### config.mk
export PLATFORM = sky130hd
export DESIGN_NAME = utf16_to_utf8_transcoder_top
export DESIGN_NICKNAME = d
export VERILOG_FILES = /design/src/sv/u16u8_pkg.sv /design/src/sv/u16u8_front.sv /design/src/sv/u16u8_fifo.sv /design/src/sv/u16u8_back.sv /design/src/sv/utf16_to_utf8_transcoder_top.sv
export SDC_FILE = /design/constraint.sdc
export NUM_CORES = 1
export LEC_CHECK = 0
export ABC_AREA = 1
export BUFFER_PORTS_ARGS = -buffer_cell sky130_fd_sc_hd__buf_2
export CAP_MARGIN = 15
export CORE_MARGIN = 2
export CORE_UTILIZATION = 60
export CTS_CLUSTER_SIZE = 30
export DETAILED_ROUTE_END_ITERATION = 16
export GPL_TIMING_DRIVEN = 0
export PLACE_DENSITY = 0.79
export SLEW_MARGIN = 20
export SYNTH_ARGS = -nofsm -noshare
export SYNTH_HDL_FRONTEND = slang
export SYNTH_SLANG_ARGS = --single-unit
### constraint.sdc
create_clock -name aclk -period 3.1 [get_ports aclk]
set_input_delay 0.465 -clock aclk [delete_from_list [all_inputs] [get_ports aclk]]
set_output_delay 0.465 -clock aclk [all_outputs]
set_load 0.01 [all_outputs]
### src/sv/u16u8_pkg.sv
package u16u8_pkg;

    // job queue between front and back
    localparam int QueueDepth = 4;
    localparam int QPtrW      = $clog2(QueueDepth);
    localparam int QCntW      = $clog2(QueueDepth + 1);

    typedef logic [20:0] code_point_t;

    // one job: optional replacement character first, then an optional code point
    typedef struct packed {
        logic        pre_fffd;
        logic        has_cp;
        code_point_t cp;
    } job_t;

    localparam code_point_t CpReplacement = 21'h00FFFD;
    localparam code_point_t CpPlaneOne    = 21'h010000;

    // number of utf-8 bytes minus one
    function automatic logic [1:0] utf8_len_m1(code_point_t cp);
        logic [1:0] len_m1;
        if (cp < 21'h000080) begin
            len_m1 = 2'd0;
        end else if (cp < 21'h000800) begin
            len_m1 = 2'd1;
        end else if (cp < 21'h010000) begin
            len_m1 = 2'd2;
        end else begin
            len_m1 = 2'd3;
        end
        return len_m1;
    endfunction

    // byte idx of the encoding of cp
    function automatic logic [7:0] utf8_byte(code_point_t cp, logic [1:0] len_m1,
                                             logic [1:0] idx);
        logic [7:0] b;
        case ({len_m1, idx})
            4'b00_00: b = {1'b0, cp[6:0]};
            4'b01_00: b = {3'b110, cp[10:6]};
            4'b01_01: b = {2'b10, cp[5:0]};
            4'b10_00: b = {4'b1110, cp[15:12]};
            4'b10_01: b = {2'b10, cp[11:6]};
            4'b10_10: b = {2'b10, cp[5:0]};
            4'b11_00: b = {5'b11110, cp[20:18]};
            4'b11_01: b = {2'b10, cp[17:12]};
            4'b11_10: b = {2'b10, cp[11:6]};
            4'b11_11: b = {2'b10, cp[5:0]};
            default:  b = 8'h00;
        endcase
        return b;
    endfunction

endpackage

### src/sv/u16u8_front.sv
module u16u8_front import u16u8_pkg::*; (
    input  logic        aclk,
    input  logic        aresetn,
    input  logic        cfg_valid,
    output logic        cfg_ready,
    input  logic        cfg_data,
    input  logic        s_tvalid,
    output logic        s_tready,
    input  logic [15:0] s_tdata,
    input  logic        s_tlast,
    input  logic        q_full,
    output logic        q_push,
    output job_t        q_job
);

    logic       big_endian_reg, big_endian_next;
    logic       lead_pending_reg, lead_pending_next;
    logic [9:0] lead_low_reg, lead_low_next;

    logic [15:0] unit;
    logic        is_lead, is_trail, accept;

    assign cfg_ready = 1'b1;
    assign s_tready  = ~q_full;
    assign accept    = s_tvalid & s_tready;

    assign unit     = big_endian_reg ? s_tdata : {s_tdata[7:0], s_tdata[15:8]};
    assign is_lead  = (unit[15:10] == 6'b110110);
    assign is_trail = (unit[15:10] == 6'b110111);

    always_comb begin
        big_endian_next   = (cfg_valid & cfg_ready) ? cfg_data : big_endian_reg;
        lead_pending_next = lead_pending_reg;
        lead_low_next     = lead_low_reg;
        q_job.pre_fffd    = lead_pending_reg;
        q_job.has_cp      = 1'b0;
        q_job.cp          = CpReplacement;
        if (s_tlast) begin
            lead_pending_next = 1'b0;
        end else if (lead_pending_reg && is_trail) begin
            q_job.pre_fffd    = 1'b0;
            q_job.has_cp      = 1'b1;
            q_job.cp          = CpPlaneOne + {1'b0, lead_low_reg, unit[9:0]};
            lead_pending_next = 1'b0;
        end else if (is_lead) begin
            lead_pending_next = 1'b1;
            lead_low_next     = unit[9:0];
        end else begin
            lead_pending_next = 1'b0;
            q_job.has_cp      = 1'b1;
            q_job.cp          = is_trail ? CpReplacement : {5'd0, unit};
        end
        q_push = accept & (q_job.pre_fffd | q_job.has_cp);
    end

    always_ff @(posedge aclk) begin
        if (!aresetn) begin
            big_endian_reg   <= 1'b0;
            lead_pending_reg <= 1'b0;
            lead_low_reg     <= '0;
        end else begin
            big_endian_reg <= big_endian_next;
            if (accept) begin
                lead_pending_reg <= lead_pending_next;
                lead_low_reg     <= lead_low_next;
            end
        end
    end

endmodule

### src/sv/u16u8_fifo.sv
module u16u8_fifo import u16u8_pkg::*; (
    input  logic aclk,
    input  logic aresetn,
    input  logic push,
    input  job_t push_job,
    output logic full,
    input  logic pop,
    output logic head_valid,
    output job_t head
);

    job_t             entry_reg [QueueDepth];
    logic [QPtrW-1:0] wr_ptr_reg, wr_ptr_next;
    logic [QPtrW-1:0] rd_ptr_reg, rd_ptr_next;
    logic [QCntW-1:0] count_reg, count_next;

    assign full       = (count_reg == QCntW'(QueueDepth));
    assign head_valid = (count_reg != '0);
    assign head       = entry_reg[rd_ptr_reg];

    always_comb begin
        wr_ptr_next = push ? wr_ptr_reg + 1'b1 : wr_ptr_reg;
        rd_ptr_next = pop ? rd_ptr_reg + 1'b1 : rd_ptr_reg;
        count_next  = count_reg + QCntW'(push) - QCntW'(pop);
    end

    always_ff @(posedge aclk) begin
        if (push) begin
            entry_reg[wr_ptr_reg] <= push_job;
        end
    end

    always_ff @(posedge aclk) begin
        if (!aresetn) begin
            wr_ptr_reg <= '0;
            rd_ptr_reg <= '0;
            count_reg  <= '0;
        end else begin
            wr_ptr_reg <= wr_ptr_next;
            rd_ptr_reg <= rd_ptr_next;
            count_reg  <= count_next;
        end
    end

    a_no_overflow: assert property (@(posedge aclk) disable iff (!aresetn)
        push |-> !full) else $error("push into full job queue");
    a_no_underflow: assert property (@(posedge aclk) disable iff (!aresetn)
        pop |-> head_valid) else $error("pop from empty job queue");
    a_count_bound: assert property (@(posedge aclk) disable iff (!aresetn)
        count_reg <= QCntW'(QueueDepth)) else $error("job queue count out of range");

endmodule

### src/sv/u16u8_back.sv
module u16u8_back import u16u8_pkg::*; (
    input  logic       aclk,
    input  logic       aresetn,
    input  logic       head_valid,
    input  job_t       head,
    output logic       pop,
    output logic       m_tvalid,
    input  logic       m_tready,
    output logic [7:0] m_tdata,
    output logic       m_tlast
);

    logic       phase_reg, phase_next;
    logic [1:0] idx_reg, idx_next;
    logic       m_tvalid_reg, m_tvalid_next;
    logic [7:0] m_tdata_reg;
    logic       m_tlast_reg;

    logic        sel_fffd, seg_end, last, load;
    code_point_t cur_cp;
    logic [1:0]  len_m1;

    assign sel_fffd = head.pre_fffd & ~phase_reg;
    assign cur_cp   = sel_fffd ? CpReplacement : head.cp;
    assign len_m1   = utf8_len_m1(cur_cp);
    assign seg_end  = (idx_reg == len_m1);
    assign last     = seg_end & ~(sel_fffd & head.has_cp);
    assign load     = head_valid & (~m_tvalid_reg | m_tready);
    assign pop      = load & last;

    always_comb begin
        phase_next    = phase_reg;
        idx_next      = idx_reg;
        m_tvalid_next = m_tvalid_reg;
        if (load) begin
            m_tvalid_next = 1'b1;
            if (last) begin
                phase_next = 1'b0;
                idx_next   = '0;
            end else if (seg_end) begin
                phase_next = 1'b1;
                idx_next   = '0;
            end else begin
                idx_next = idx_reg + 1'b1;
            end
        end else if (m_tready) begin
            m_tvalid_next = 1'b0;
        end
    end

    always_ff @(posedge aclk) begin
        if (load) begin
            m_tdata_reg <= utf8_byte(cur_cp, len_m1, idx_reg);
            m_tlast_reg <= last;
        end
    end

    always_ff @(posedge aclk) begin
        if (!aresetn) begin
            phase_reg    <= 1'b0;
            idx_reg      <= '0;
            m_tvalid_reg <= 1'b0;
        end else begin
            phase_reg    <= phase_next;
            idx_reg      <= idx_next;
            m_tvalid_reg <= m_tvalid_next;
        end
    end

    assign m_tvalid = m_tvalid_reg;
    assign m_tdata  = m_tdata_reg;
    assign m_tlast  = m_tlast_reg;

    a_idx_in_seq: assert property (@(posedge aclk) disable iff (!aresetn)
        head_valid |-> idx_reg <= len_m1) else $error("byte index past sequence end");
    a_phase_only_with_pre: assert property (@(posedge aclk) disable iff (!aresetn)
        phase_reg |-> head_valid && head.pre_fffd && head.has_cp)
        else $error("second segment without a replacement prefix");
    a_idle_at_job_start: assert property (@(posedge aclk) disable iff (!aresetn)
        pop |=> idx_reg == 2'd0 && !phase_reg) else $error("sequencer not rewound");

endmodule

### src/sv/utf16_to_utf8_transcoder_top.sv
// utf-16 to utf-8 transcoder: one 16-bit code unit in per transfer, utf-8 bytes out
// the first output byte of an item passes through the job queue and then the output register
// throughput: one output byte per cycle while m_tready allows; an item yields
//   1 to 3 bytes for a bmp unit, 4 for a surrogate pair, up to 6 with a replacement prefix;
//   the byte-wide output register sets this, a 4-entry job queue absorbs bursts
// reset (aresetn, synchronous, active low): little-endian order, no pending lead, queue empty
module utf16_to_utf8_transcoder_top import u16u8_pkg::*; (
    input  logic        aclk,
    input  logic        aresetn,
    // configuration write: big_endian
    input  logic        cfg_valid,
    output logic        cfg_ready,
    input  logic        cfg_data,       // [0] big_endian
    // input stream
    input  logic        s_tvalid,
    output logic        s_tready,
    input  logic [15:0] s_tdata,        // [15:0] raw_unit
    input  logic        s_tlast,        // end_of_stream
    // output stream
    output logic        m_tvalid,
    input  logic        m_tready,
    output logic [7:0]  m_tdata,        // [7:0] utf8_byte
    output logic        m_tlast         // last_of_run
);

    // front to queue
    logic q_push;
    job_t q_job;
    logic q_full;

    // queue to back
    logic head_valid;
    job_t head;
    logic pop;

    // front: byte order, surrogate pairing, one job per transfer that yields bytes
    u16u8_front u_front (
        .aclk      (aclk),
        .aresetn   (aresetn),
        .cfg_valid (cfg_valid),
        .cfg_ready (cfg_ready),
        .cfg_data  (cfg_data),
        .s_tvalid  (s_tvalid),
        .s_tready  (s_tready),
        .s_tdata   (s_tdata),
        .s_tlast   (s_tlast),
        .q_full    (q_full),
        .q_push    (q_push),
        .q_job     (q_job)
    );

    // short job queue decoupling input acceptance from byte emission
    u16u8_fifo u_fifo (
        .aclk       (aclk),
        .aresetn    (aresetn),
        .push       (q_push),
        .push_job   (q_job),
        .full       (q_full),
        .pop        (pop),
        .head_valid (head_valid),
        .head       (head)
    );

    // back: walks each job one utf-8 byte per cycle, while m_tready allows, into the output register
    u16u8_back u_back (
        .aclk       (aclk),
        .aresetn    (aresetn),
        .head_valid (head_valid),
        .head       (head),
        .pop        (pop),
        .m_tvalid   (m_tvalid),
        .m_tready   (m_tready),
        .m_tdata    (m_tdata),
        .m_tlast    (m_tlast)
    );

endmodule

# --- Yosys cells after proc, flatten, opt, wreduce, memory -nomap -nowiden ---
# Memories as Yosys holds them, arrays and structs flattened. A register that Yosys moved wholly into a read port is not among the register bits.
# Index checks and enable logic that the tools add are counted.
classes:
  add_sub_neg: 6
  n_lt_le_gt_ge: 3
  n_eq_ne: 13
  mux: 24
  n_bitwise: 15
  n_reduce_logical: 9
op_table:
  columns: ["operator", "count"]
  rows:
  - ["8-bit case mux with 7 select lines", 1]
  - ["22-bit two-way mux", 2]
  - ["16-bit two-way mux", 2]
  - ["4-bit == test, second input constant", 7]
  - ["23-bit two-way mux", 1]
  - ["17-bit by 20-bit adder with 21-bit output, first input constant", 1]
  - ["21-bit by 12-bit < comparator with 1-bit output, second input constant", 1]
  - ["21-bit by 17-bit < comparator with 1-bit output, second input constant", 1]
  - ["21-bit by 8-bit < comparator with 1-bit output, second input constant", 1]
  - ["21-bit two-way mux", 1]
  - ["6-bit == test, second input constant", 2]
  - ["2-bit two-way mux", 6]
  - ["1-bit two-way mux", 11]
  - ["4-bit by 3-bit == test with 1-bit output, second input constant", 2]
  - ["1-bit AND", 7]
  - ["2-bit by 1-bit adder with 2-bit output, second input constant", 3]
  - ["1-bit inverter", 6]
  - ["4-bit logical NOT", 1]
  - ["4-bit AND reduction", 1]
  - ["2-bit nonzero test", 2]
  - ["3-bit by 1-bit adder with 3-bit output", 1]
  - ["3-bit == test, second input constant", 1]
  - ["3-bit nonzero test", 1]
  - ["3-bit OR reduction", 1]
  - ["other kinds (6)", 7]
word_totals:
  reg_bits: 32
  ram_bits: 92
  input_bits: 23
  out_inout_bits: 12
  elab_cells: 82
  memories: 1
memory_table:
  columns: ["name", "depth", "width", "read_ports", "rd_clocked_by_memory_dff", "write_ports", "line", "source"]
  rows:
  - ["u_fifo.entry_reg", 4, 23, 1, 1, 1, "u16u8_fifo.sv:12", "job_t entry_reg [QueueDepth];"]

# --- Longest topological paths before layout ---
# Gate-level depths: netlist (run 1).
logic_depth:
  ltp_word: 12
  depth_mapped: 24
  depth_no_buf: 22

# --- Hierarchy ---
# Synthesis (run 1) repeated with hierarchy kept, for this count alone.
hier_totals:
  cells_unflattened: 664
  area_unflattened_um2: 6393.6
modules_own_cells:
  columns: ["mod", "n_inst", "cells_per_inst", "area_each_um2"]
  rows:
  - ["u16u8_fifo", 1, 323, 4174.0]
  - ["u16u8_front", 1, 205, 1179.9]
  - ["u16u8_back", 1, 136, 1039.7]

# --- Worst setup path after synthesis (run 1) ---
# OpenSTA, ideal clock, no wires.
synth_timing:
  path_type: "input port to flip-flop"
  from: "input port s_tdata[6]"
  to: "memory u_fifo.entry_reg[1][0] (netlist bit) (enable)"
  setup_time_ns: 0.403
  arrival_time_ns: 2.483
  setup_slack_ns: 0.214
  path_stages: 13
  path_cell_list: "inv_1 > nor2_1 > a21oi_1 > nor2_1 > nand2_1 > inv_1 > nand3_1 > inv_1 > nor2_1 > nor2_1 > nor2_1 > inv_1 > nor2_1"
synth_lines:
  columns: ["item", "line", "source"]
  rows:
  - ["start, declared", "utf16_to_utf8_transcoder_top.sv:17", "input logic [15:0] s_tdata,"]
  - ["end, declared", "u16u8_fifo.sv:12", null]

==> results of run 1 <==
[cell usage in the layout, fill, tap and decap left out, types with 2 or more instances in the layout]
cell type / instances
clkbuf_1: 7
nor2_1: 48
buf_2: 35
o21ai_2: 4
a31oi_1: 3
nor2_4: 7
nand2_2: 18
nand3_2: 12
clkinv_1: 7
buf_8: 3
clkbuf_16: 21
clkinvlp_4: 5
a21oi_2: 2
inv_1: 108
o22ai_1: 2
o21ai_1: 10
buf_4: 18
ha_1: 9
buf_6: 5
clkinv_2: 2
nand2_4: 4
o211ai_1: 5
nand3_1: 30
dfxtp_1: 23
nand2_1: 111
buf_12: 7
nand4_1: 8
o221ai_1: 6
bufinv_16: 2
a21oi_1: 24
nor2_2: 6
edfxtp_1: 101
o21ai_0: 54
inv_4: 2
inv_2: 6
[cells by family after synthesis]
logic type               count (synthesis)  synth area share (%)
AND/OR/NAND/NOR                        250                 18.85
adder cells (fa/ha/maj)                 12                 2.571
AO/OA/AOI/OAI                          113                 10.12
XOR/XNOR                                 1                0.1429
other                                    1               0.06115
buffers and inverters                  144                 10.63
flip-flops                             126                 57.62
[power by group]
group	leakage [nW]	internal [mW]	switching, mW
registers	1.10	1.91	0.0271
clock network	0.250	1.12	0.713
logic	1.75	0.167	0.308
total	3.10	3.20	1.05
[stage by stage]
step	instances	instance area, sq um	TNS, ns
2_1_floorplan	647	6132	0
3_3_place_gp	812	6459	-92.21
3_5_place_dp	817	6594	-0.6193
4_1_cts	852	7197	0
5_1_grt	868	7530	-0.1578
6_report	868	7530	0
[how the worst max path moves through the flow]
stage / start / to / slack, ns / cells past startpoint
after floorplan: s_tdata[6] / u_fifo.entry_reg[1][0] / 0.21 / 13
after global placement: s_tdata[7] / u_fifo.entry_reg[3][5] / -1.02 / 14
after detailed placement: s_tdata[7] / u_fifo.count_reg[2] / -0.35 / 21
after CTS: flip-flop / u_fifo.count_reg[2] / 0.004 / 21
after global routing: flip-flop / u_fifo.count_reg[2] / -0.10 / 24
final: flip-flop / u_fifo.count_reg[2] / 0.03 / 23
[routing by layer]
| metal | part of all wire (%) | track usage (%) |
|---|---|---|
| met5 | 0 | 0 |
| met2 | 50 | 46.01 |
| met1 | 39 | 31.86 |
| met4 | 2.0 | 10.10 |
| met3 | 8.9 | 9.545 |
[worst reg2reg max path, stage by stage (launching register included)]
cell	delay, ns
dfxtp_4	0.39
buf_8	0.15
buf_12	0.14
clkbuf_16	0.14
nand2_2	0.06
nand3_2	0.09
nand2_2	0.08
nor2_1	0.10
nand2_1	0.07
nor2_2	0.12
nand3_2	0.11
nand2_1	0.09
nand2_1	0.06
nand2_2	0.12
nand4_4	0.11
inv_4	0.10
ha_4	0.20
inv_2	0.05
ha_2	0.14
inv_1	0.05
fa_2	0.33
inv_2	0.07
o21ai_1	0.09
a21oi_1	0.14
[what timing repair did]
action                     4_1_cts  5_1_grt
hold buffers                     0        0
hold endpoints to repair         0        0
setup endpoints to repair        2        2
setup buffers                    4       11
cloned                           0        5
gates resized for setup         14       38
pin swaps                        1       15
[cells in the mapped netlist (all sizes together)]
master	n
a21oi	26
nand2	133
o22ai	2
a211oi	1
clkinv	2
a31oi	4
inv	116
o21bai	1
nand4	10
clkbuf	8
nor2	62
nor3b	1
conb	1
dfxtp	25
fa	1
xnor2	1
ha	11
o221ai	6
o21ai	68
o211ai	5
nand3	42
edfxtp	101
buf	18
nor3	2
[area by class of cell]
cell class | count | area, sq um | share of cell area [%]
multi-input cells | 377 | 2097 | 27.85
inverters | 118 | 447.9 | 5.949
clock inverters | 14 | 126.4 | 1.678
well taps | 133 | 166.4 | 2.210
flip-flops and latches | 126 | 3538 | 46.99
repair buffers | 57 | 496.7 | 6.597
plain buffers | 25 | 239.0 | 3.174
clock buffers | 18 | 417.9 | 5.550
==> results.md, run 1 <==
* Die Height at roughly 110 microns
* Post-Syn Area at ~6100 sq um
* Final-report hold violation count at 0
* Routed vias/inst at about 5.7
* Via count at 4923
* CP cell instances: buf_8 > buf_12 > clkbuf_16 > nand2_2 > nand3_2 > nand2_2 > nor2_1 > nand2_1 > nor2_2 > nand3_2 > nand2_1 > nand2_1 > nand2_2 > nand4_4 > inv_4 > ha_4 > inv_2 > ha_2 > inv_1 > fa_2 > inv_2 > o21ai_1 > a21oi_1
* Worst-case reg-to-reg path depth at 23
* Max Freq at between 0.3 and 0.4 GHz
* Max reg flops at between 90 and 100
* Worst endpoint data arrival time at between 3 and 4 ns
* Port Buf Inserts at 32
* CTS tree: done
* Register area share after synthesis at 57.62%
* Synth top area share at between 40% and 50%
* Synth Register Bits at 126
* Required time worst endpoint at 3.57 ns
* CTS Root Cell: clkbuf_8
* YS warnings at 0
* DRT Pass-1 Iters at 5
* Detail Route Antenna Nets at 0
* Core region area at about 9900 sq um
* Yosys cell types at 39
* Post-Syn Area per Cell at ~9.5 sq um
* First-pass GRT wire length at 22690 microns
* Number of fill cells at 580
* Peak supply drop at approximately 0.00035 V
* Critical path peak fanout at 6
* CTS clk-pin slew, worst paths at approximately 0.060 ns
* Final setup margin at about 0.026 ns
* WHS at 0.1072 ns
* Number of global-route vias before repair at 4724
* Final period util at between 90% and 100%
* Total gr overflow at 0
* Top-level I/O count at 35
* DR DRC count at 0
* Critical path buffer and inverter count at 7
* Initial antenna violation count at 0
* R2r endpoint: u_fifo.count_reg[2]
* Slew Limit Fails at 0
* Hold endpoint: u_front.big_endian_reg
* Total die area at 11050 sq um
* Setup violators final at 0
* Antenna diodes at 0
* Crit-path max cell delay at roughly 0.39 ns
* Hold depth at 2
* Clk sinks at 126
* Top cells by area, synth: edfxtp_1 49%, dfxtp_1 8.2%, nand2_1 7.3%, inv_1 6.9%, o21ai_0 4.5%
* Max clock buf depth at 2
* Worst R2R Setup Slack at approximately 0.026 ns
* Share of layout cells above drive strength 1 at about a quarter
* CP Capture Type: flip-flop
* Hold path start: cfg_valid
* Final core occ at approximately 76%
* Area growth from synthesis to layout at 22.79%
* WS Path Type: reg2reg
* CP max stage cell: dfxtp_4
* DP Wirelength at about 9300 microns
* Power Density at ~560 nW/um^2
* Critical path's top delay family: simple AND/OR/NAND/NOR gates
* Relative slew slack at 60.83%
* Pleak at 3.100 nW
* CTS H-tree lvls at 4
* Skew-Pair Late Insertion Delay at around 0.53 ns
* Nets@finish at roughly 760
* Core Rows at 36
* Final WL at 15420 microns
* Final setup skew at approximately 0.007 ns
* Tot Pwr at around 4.3 mW
* DP Worst Slack at -0.3475 ns
* Minimum clock period at 3.074 ns
* Hold crit path type: in2reg
* Largest area contributor in the netlist: edfxtp_1
* Actual slew at the worst max-slew pin at approximately 0.59 ns
* Outcome: completed
* Die Wd at roughly 110 microns
* Num CTS Buffers at 17
* GRT Total Usage at about 27%
* Largest net degree at the start of global routing at 24
* Startpoint Class: flip-flop
* Drt wl/cell at about 18 microns
* Syn nets at about 680
* Cell count after synthesis at around 650
* GPL Wtd Cong at about 0.85
* # Max-Cap Violations at 0
* DR iter-0 viols at around 660
* Initial Util at 62.16%
Note: power is estimated with default switching activity, not from simulation.
==> inputs of run 2 (changes only) <==
--- a/config.mk
+++ b/config.mk
@@ -6,13 +6,12 @@
 export NUM_CORES = 1
 export LEC_CHECK = 0
 export ABC_AREA = 1
-export BUFFER_PORTS_ARGS = -buffer_cell sky130_fd_sc_hd__buf_2
+export BUFFER_PORTS_ARGS = -buffer_cell sky130_fd_sc_hd__buf_4
 export CAP_MARGIN = 15
 export CORE_MARGIN = 2
 export CORE_UTILIZATION = 60
 export CTS_CLUSTER_SIZE = 30
 export DETAILED_ROUTE_END_ITERATION = 16
-export GPL_TIMING_DRIVEN = 0
 export PLACE_DENSITY = 0.79
 export SLEW_MARGIN = 20
 export SYNTH_ARGS = -nofsm -noshare
==> run 2 against run 1 <==
  * Final area fell by 1.2%
  * Global-route usage down 0.62 points
  * Critical path depth down 2
  * Sequential share of layout area rose by 0.59 points
  * Cell count fell by 2.5%
  * Flip-flop and latch count is the same
  * Register-to-register slack about the same
  * Setup slack gained 0.0022 ns
  * Utilization decreased by 0.91 points
  * Sequential power about the same
  * Wire length down 2.8%
==> results.md, run 2 (synthesized netlist as in run 1, its figures left out) <==
* Die Height at 105.1 microns
* Hold endpoint: u_front.big_endian_reg
* Crit-path max cell delay at approximately 0.41 ns
* GPL Wtd Cong at between 0.8 and 0.9
* Largest net degree at the start of global routing at 44
* Final WL at 14980 microns
* Max clock buf depth at 2
* CTS clk-pin slew, worst paths at around 0.060 ns
* CTS H-tree lvls at 4
* WHS at 0.1092 ns
* Initial antenna violation count at 0
* Hold depth at 2
* GRT Total Usage at around a quarter
* Nets@finish at ~740
* WS Path Type: reg2reg
* CP max stage cell: dfxtp_4
* Core region area at roughly 10000 sq um
* Final setup skew at 0.005259 ns
* Total negative slack at 0 ns
* Total die area at ~11000 sq um
* CTS Root Cell: clkbuf_8
* Detail Route Antenna Nets at 0
* Port Buf Inserts at 33
* Die Wd at ~110 microns
* Actual slew at the worst max-slew pin at about 0.57 ns
* Max Freq at around 0.33 GHz
* Worst-case reg-to-reg path depth at 21
* Minimum clock period at between 3 and 4 ns
* Required time worst endpoint at roughly 3.6 ns
* Clk sinks at 126
* Worst endpoint data arrival time at 3.53 ns
* Area after DPL at about 6500 sq um
* Tot Pwr at roughly 4.9 mW
* Flop pwr share at around two fifths
* Critical path peak fanout at 10
* Number of global-route vias before repair at about 4.6k
* DP Worst Slack at just under 0.07 ns
* Initial Util at 62.16%
* Hold path start: cfg_valid
* Final period util at 99.10%
* Core Rows at 36
* Relative slew slack at between 60% and 70%
* Hold crit path type: in2reg
* Skew-Pair Late Insertion Delay at about 0.53 ns
* # Max-Cap Violations at 0
* DR DRC count at 0
* Final setup margin at approximately 0.028 ns
* Worst R2R Setup Slack at 0.03 ns
* Pleak at about 3.1 nW
* Area growth from synthesis to layout at 21.32%
* Top-level I/O count at 35
* Switching part of the total at 21.88%
* Via count at 4790
* DRT Pass-1 Iters at 5
* Slew Limit Fails at 0
* Final instance area at between 7000 and 8000 sq um
* Num CTS Buffers at 17
* CP Capture Type: flip-flop
* Leading cell type in the layout, fill and taps excluded: nand2_1
* CTS tree: done
* Most frequent cells in the layout: 113 x nand2_1, 112 x inv_1, 101 x edfxtp_1
* DR iter-0 viols at between 500 and 600
* Setup violators final at 0
* Power Density at approximately 650 nW/um^2
* Placed Cells at about 800
* Switching power at ~1.1 mW
* Clock network fraction of total power at approximately half
* Combinational power share at under 10%
* Share of layout cells above drive strength 1 at approximately a fifth
* DP Wirelength at 8784 microns
* Max reg flops at 92
* Final-report hold violation count at 0
* Peak supply drop at about 0.00042 V
* Final core occ at between 70 and 80%
* CP cell instances: inv_6 > clkbuf_16 > nand2_2 > nand2_1 > nand2_1 > nand2_2 > o21ai_2 > nand2_2 > nor2_8 > nand3_2 > nand2_4 > nand4_4 > inv_2 > ha_1 > inv_1 > ha_1 > inv_1 > fa_1 > inv_1 > o21ai_1 > a21oi_1
* Number of fill cells at about 600
* Routed vias/inst at around 5.7
* Drt wl/cell at ~18 microns
* Antenna diodes at 0
* Non-Filler Instances at approximately 850
* Pint at roughly 3.8 mW
* R2r endpoint: u_fifo.count_reg[2]
* Outcome: completed
* First-pass GRT wire length at around 22000 microns
* Total gr overflow at 0
* Startpoint Class: flip-flop
==> run 2: cell types whose count changed in the layout (fill, tap and decap cells not counted), moves of 5 or more <==
cell | previous run | this run
nor2_4 | 7 | 2
buf_4 | 18 | 52
clkinv_1 | 7 | 2
buf_12 | 7 | 2
clkbuf_1 | 7 | 0
buf_2 | 35 | 0
bufinv_16 | 2 | 9
==> run 2: layer usage <==
| layer | global-route usage, % | wire length, microns | vias to the layer above | part of all wire (%) |
|---|---|---|---|---|
| met5 | 0 | 0 | - | 0 |
| met4 | 11.90 | 394 | 0 | 2.6 |
| met3 | 6.675 | 1143 | 39 | 7.6 |
| met2 | 45.22 | 7602 | 248 | 51 |
| met1 | 31.78 | 5844 | 2270 | 39 |
| li1 | - | - | 2233 | - |
==> run 2: final cells by class <==
type	count	area [sq um]	area share (%)
Clock inverter	15	315.3	4.238
Multi-Input combinational cell	377	2027	27.25
Tap cell	133	166.4	2.237
Inverter	118	447.9	6.021
Sequential cell	126	3540	47.58
Timing Repair Buffer	60	529.3	7.114
Clock buffer	17	414.1	5.567
==> run 2: timing repair <==
action,4_1_cts,5_1_grt
hold buffers,0,0
gates resized for setup,1,29
cloned,0,2
pin swaps,0,10
endpoints found under the setup margin,1,2
setup buffers,0,8
==> run 2: worst max path at each step <==
stage,start,endpoint,slack (ns),cells after the start
after CTS,flip-flop,u_fifo.count_reg[2],0.02,22
after global placement,flip-flop,u_fifo.count_reg[2],0.23,20
after floorplan,s_tdata[6],u_fifo.entry_reg[1][0],0.21,13
after global routing,flip-flop,u_fifo.count_reg[2],-0.12,21
final,flip-flop,u_fifo.count_reg[2],0.03,21
after detailed placement,flip-flop,u_fifo.count_reg[2],0.07,20
==> run 2: critical path, delay by kind of cell, from the launching register on <==
family | cells | cell delay, ns
flip-flops | 1 | 0.41
AO/OA/AOI/OAI | 3 | 0.39
AND/OR/NAND/NOR | 9 | 0.96
adder cells (fa/ha/maj) | 3 | 0.71
buffers and inverters | 6 | 0.55
==> run 2: power groups by stage <==
stage	clock network (mW)	registers, mW	logic [mW]
2_1_floorplan	0	1.99	0.260
3_3_place_gp	0	1.98	0.408
3_5_place_dp	0	1.98	0.418
4_1_cts	2.45	1.95	0.425
5_1_grt	2.52	1.95	0.505
6_report	2.45	1.95	0.462
==> inputs of run 3 (changes only) <==
--- a/config.mk
+++ b/config.mk
@@ -6,13 +6,13 @@
 export NUM_CORES = 1
 export LEC_CHECK = 0
 export ABC_AREA = 1
-export BUFFER_PORTS_ARGS = -buffer_cell sky130_fd_sc_hd__buf_4
 export CAP_MARGIN = 15
 export CORE_MARGIN = 2
 export CORE_UTILIZATION = 60
 export CTS_CLUSTER_SIZE = 30
 export DETAILED_ROUTE_END_ITERATION = 16
-export PLACE_DENSITY = 0.79
+export DONT_BUFFER_PORTS = 1
+export PLACE_DENSITY_LB_ADDON = 0.05
 export SLEW_MARGIN = 20
 export SYNTH_ARGS = -nofsm -noshare
 export SYNTH_HDL_FRONTEND = slang
==> run 3 against run 2 <==
  * Hold slack got worse by 0.094 ns
  * Wire length fell by 3.5%
  * Total power fell by 11%
  * Critical path depth fell by 2
  * Non-clock buffer count fell by 29
  * Count of clock-buffer cells in the layout rose by 5
  * Utilization fell by 3.0 points
  * Final area fell by 3.9%
  * Setup slack improved by 0.048 ns
  * Maximum frequency rose by 1.6%
  * Highest routed layer unchanged
  * Sequential power barely moved
==> results.md, run 3 (synthesized netlist as in run 1, its figures left out) <==
* Outcome: completed
* Hold path start: cfg_valid
* Skew-Pair Late Insertion Delay at approximately 0.53 ns
* Actual slew at the worst max-slew pin at 0.7206 ns
* Final instance area at between 7000 and 8000 sq um
* Initial antenna violation count at 0
* GPL Wtd Cong at 0.8708
* Drt wl/cell at about 18 microns
* Num CTS Buffers at 17
* Worst-case reg-to-reg path depth at 19
* Pleak at slightly below 3 nW
* Leading cell type in the layout, fill and taps excluded: nand2_1
* Final setup skew at 0.005146 ns
* Worst R2R Setup Slack at between 0.07 and 0.08 ns
* Max Freq at ~0.33 GHz
* Setup violators final at 0
* CTS clk-pin slew, worst paths at about 0.060 ns
* DRT Pass-1 Iters at 5
* Port Buf Inserts at 0
* Area growth from synthesis to layout at 16.57%
* First-pass GRT wire length at 21890 microns
* GRT Total Usage at a little over a quarter
* Combinational power share at under 10%
* DR DRC count at 0
* Max clock buf depth at 2
* Antenna diodes at 0
* DP Wirelength at between 8000 and 9000 microns
* Hold depth at 1
* Most frequent cells in the layout: 114 x nand2_1, 108 x inv_1, 101 x edfxtp_1
* Max reg flops at between 90 and 100
* Total die area at between 10000 and 15000 sq um
* Switching power at 1.014 mW
* Final period util at 97.54%
* Final core occ at roughly 72%
* Final WL at around 14000 microns
* Area after DPL at between 6000 and 7000 sq um
* Peak supply drop at 0.0003890 V
* Total gr overflow at 0
* Minimum clock period at 3.024 ns
* Core Rows at 36
* Number of global-route vias before repair at 4304
* CTS Root Cell: clkbuf_8
* Initial Util at just over 60%
* Hold crit path type: in2reg
* Core region area at 9864 sq um
* Nets@finish at ~710
* Share of layout cells above drive strength 1 at ~17%
* Required time worst endpoint at 3.51 ns
* Final-report hold violation count at 0
* WS Path Type: reg2reg
* Via count at 4575
* Hold endpoint: u_front.big_endian_reg
* Routed vias/inst at around 5.6
* Detail Route Antenna Nets at 0
* Clock network fraction of total power at a little under half
* Flop pwr share at around 45%
* CTS H-tree lvls at 4
* Top-level I/O count at 35
* R2r endpoint: u_fifo.count_reg[1]
* Total negative slack at 0 ns
* Relative slew slack at 51.82%
* Pint at 3.327 mW
* Startpoint Class: flip-flop
* # Max-Cap Violations at 0
* Largest net degree at the start of global routing at 46
* DR iter-0 viols at about 420
* Switching part of the total at roughly a quarter
* Die Wd at about 110 microns
* CTS tree: done
* Critical path peak fanout at 13
* WHS at 0.01480 ns
* Clk sinks at roughly 130
* Power Density at 607.3 nW/um^2
* CP Capture Type: flip-flop
* Worst endpoint data arrival time at ~3.4 ns
* Die Height at 105.1 microns
* Slew Limit Fails at 0
-- run 3: metal layers --
metal / track usage (%) / share of wire (%)
met1: 34.28 / 41
met2: 42.39 / 49
met3: 5.802 / 7.9
met4: 9.810 / 1.5
met5: 0 / 0
-- run 3: critical path, cell delays in order, from the launching register on --
cell and delay [ns]:
dfxtp_4 0.39, buf_4 0.16, nand2_1 0.08, nand3_2 0.07, nand2_1 0.10, nand2_4 0.13
buf_4 0.17, nand2_2 0.10, nand2_4 0.07, nor2_8 0.18, nand3_4 0.09, nand2_4 0.09
nand4_4 0.12, inv_2 0.11, ha_4 0.20, inv_2 0.05, ha_2 0.15, inv_1 0.06
fa_2 0.53, nor2_1 0.05
-- run 3: layout make-up --
class	count	area, sq um
fillers	717	2716
repair buffers	31	352.8
clock inverters	10	136.4
clock buffers	22	462.9
flip-flops and latches	126	3540
multi-input cells	377	2039
inverters	118	450.4
well taps	133	166.4
-- run 3: metrics by stage --
stage	setup WS [ns]	instances	total power [mW]
floorplan	0.2139	647	2.246
global placement	0.1592	771	2.334
detailed placement	0.05511	771	2.345
CTS	0.02004	803	4.318
global route	-0.03908	817	4.485
finish	0.07623	817	4.341
-- run 3: worst max path at each step --
stage,end,from,slack [ns],cells past startpoint
2_1_floorplan,u_fifo.entry_reg[1][0],s_tdata[6],0.21,13
3_3_place_gp,u_fifo.count_reg[2],flip-flop,0.16,20
3_5_place_dp,u_fifo.count_reg[2],flip-flop,0.06,22
4_1_cts,u_fifo.count_reg[2],flip-flop,0.02,20
5_1_grt,u_fifo.count_reg[1],flip-flop,-0.04,19
6_report,u_fifo.count_reg[1],flip-flop,0.08,19
-- run 3: power by group through the flow --
stage	clock (mW)	combinational [mW]	sequential [mW]
after floorplan	0	0.260	1.99
after global placement	0	0.340	1.99
after detailed placement	0	0.350	2.00
after CTS	2.00	0.354	1.96
after global routing	2.08	0.438	1.97
final	1.99	0.392	1.96
-- run 3: what timing repair did --
action,4_1_cts,5_1_grt
endpoints found under the setup margin,2,2
hold buffers,0,0
hold endpoints to repair,0,0
resized for setup,2,28
pin swaps,0,14
gates cloned,0,4
buffers inserted,0,10
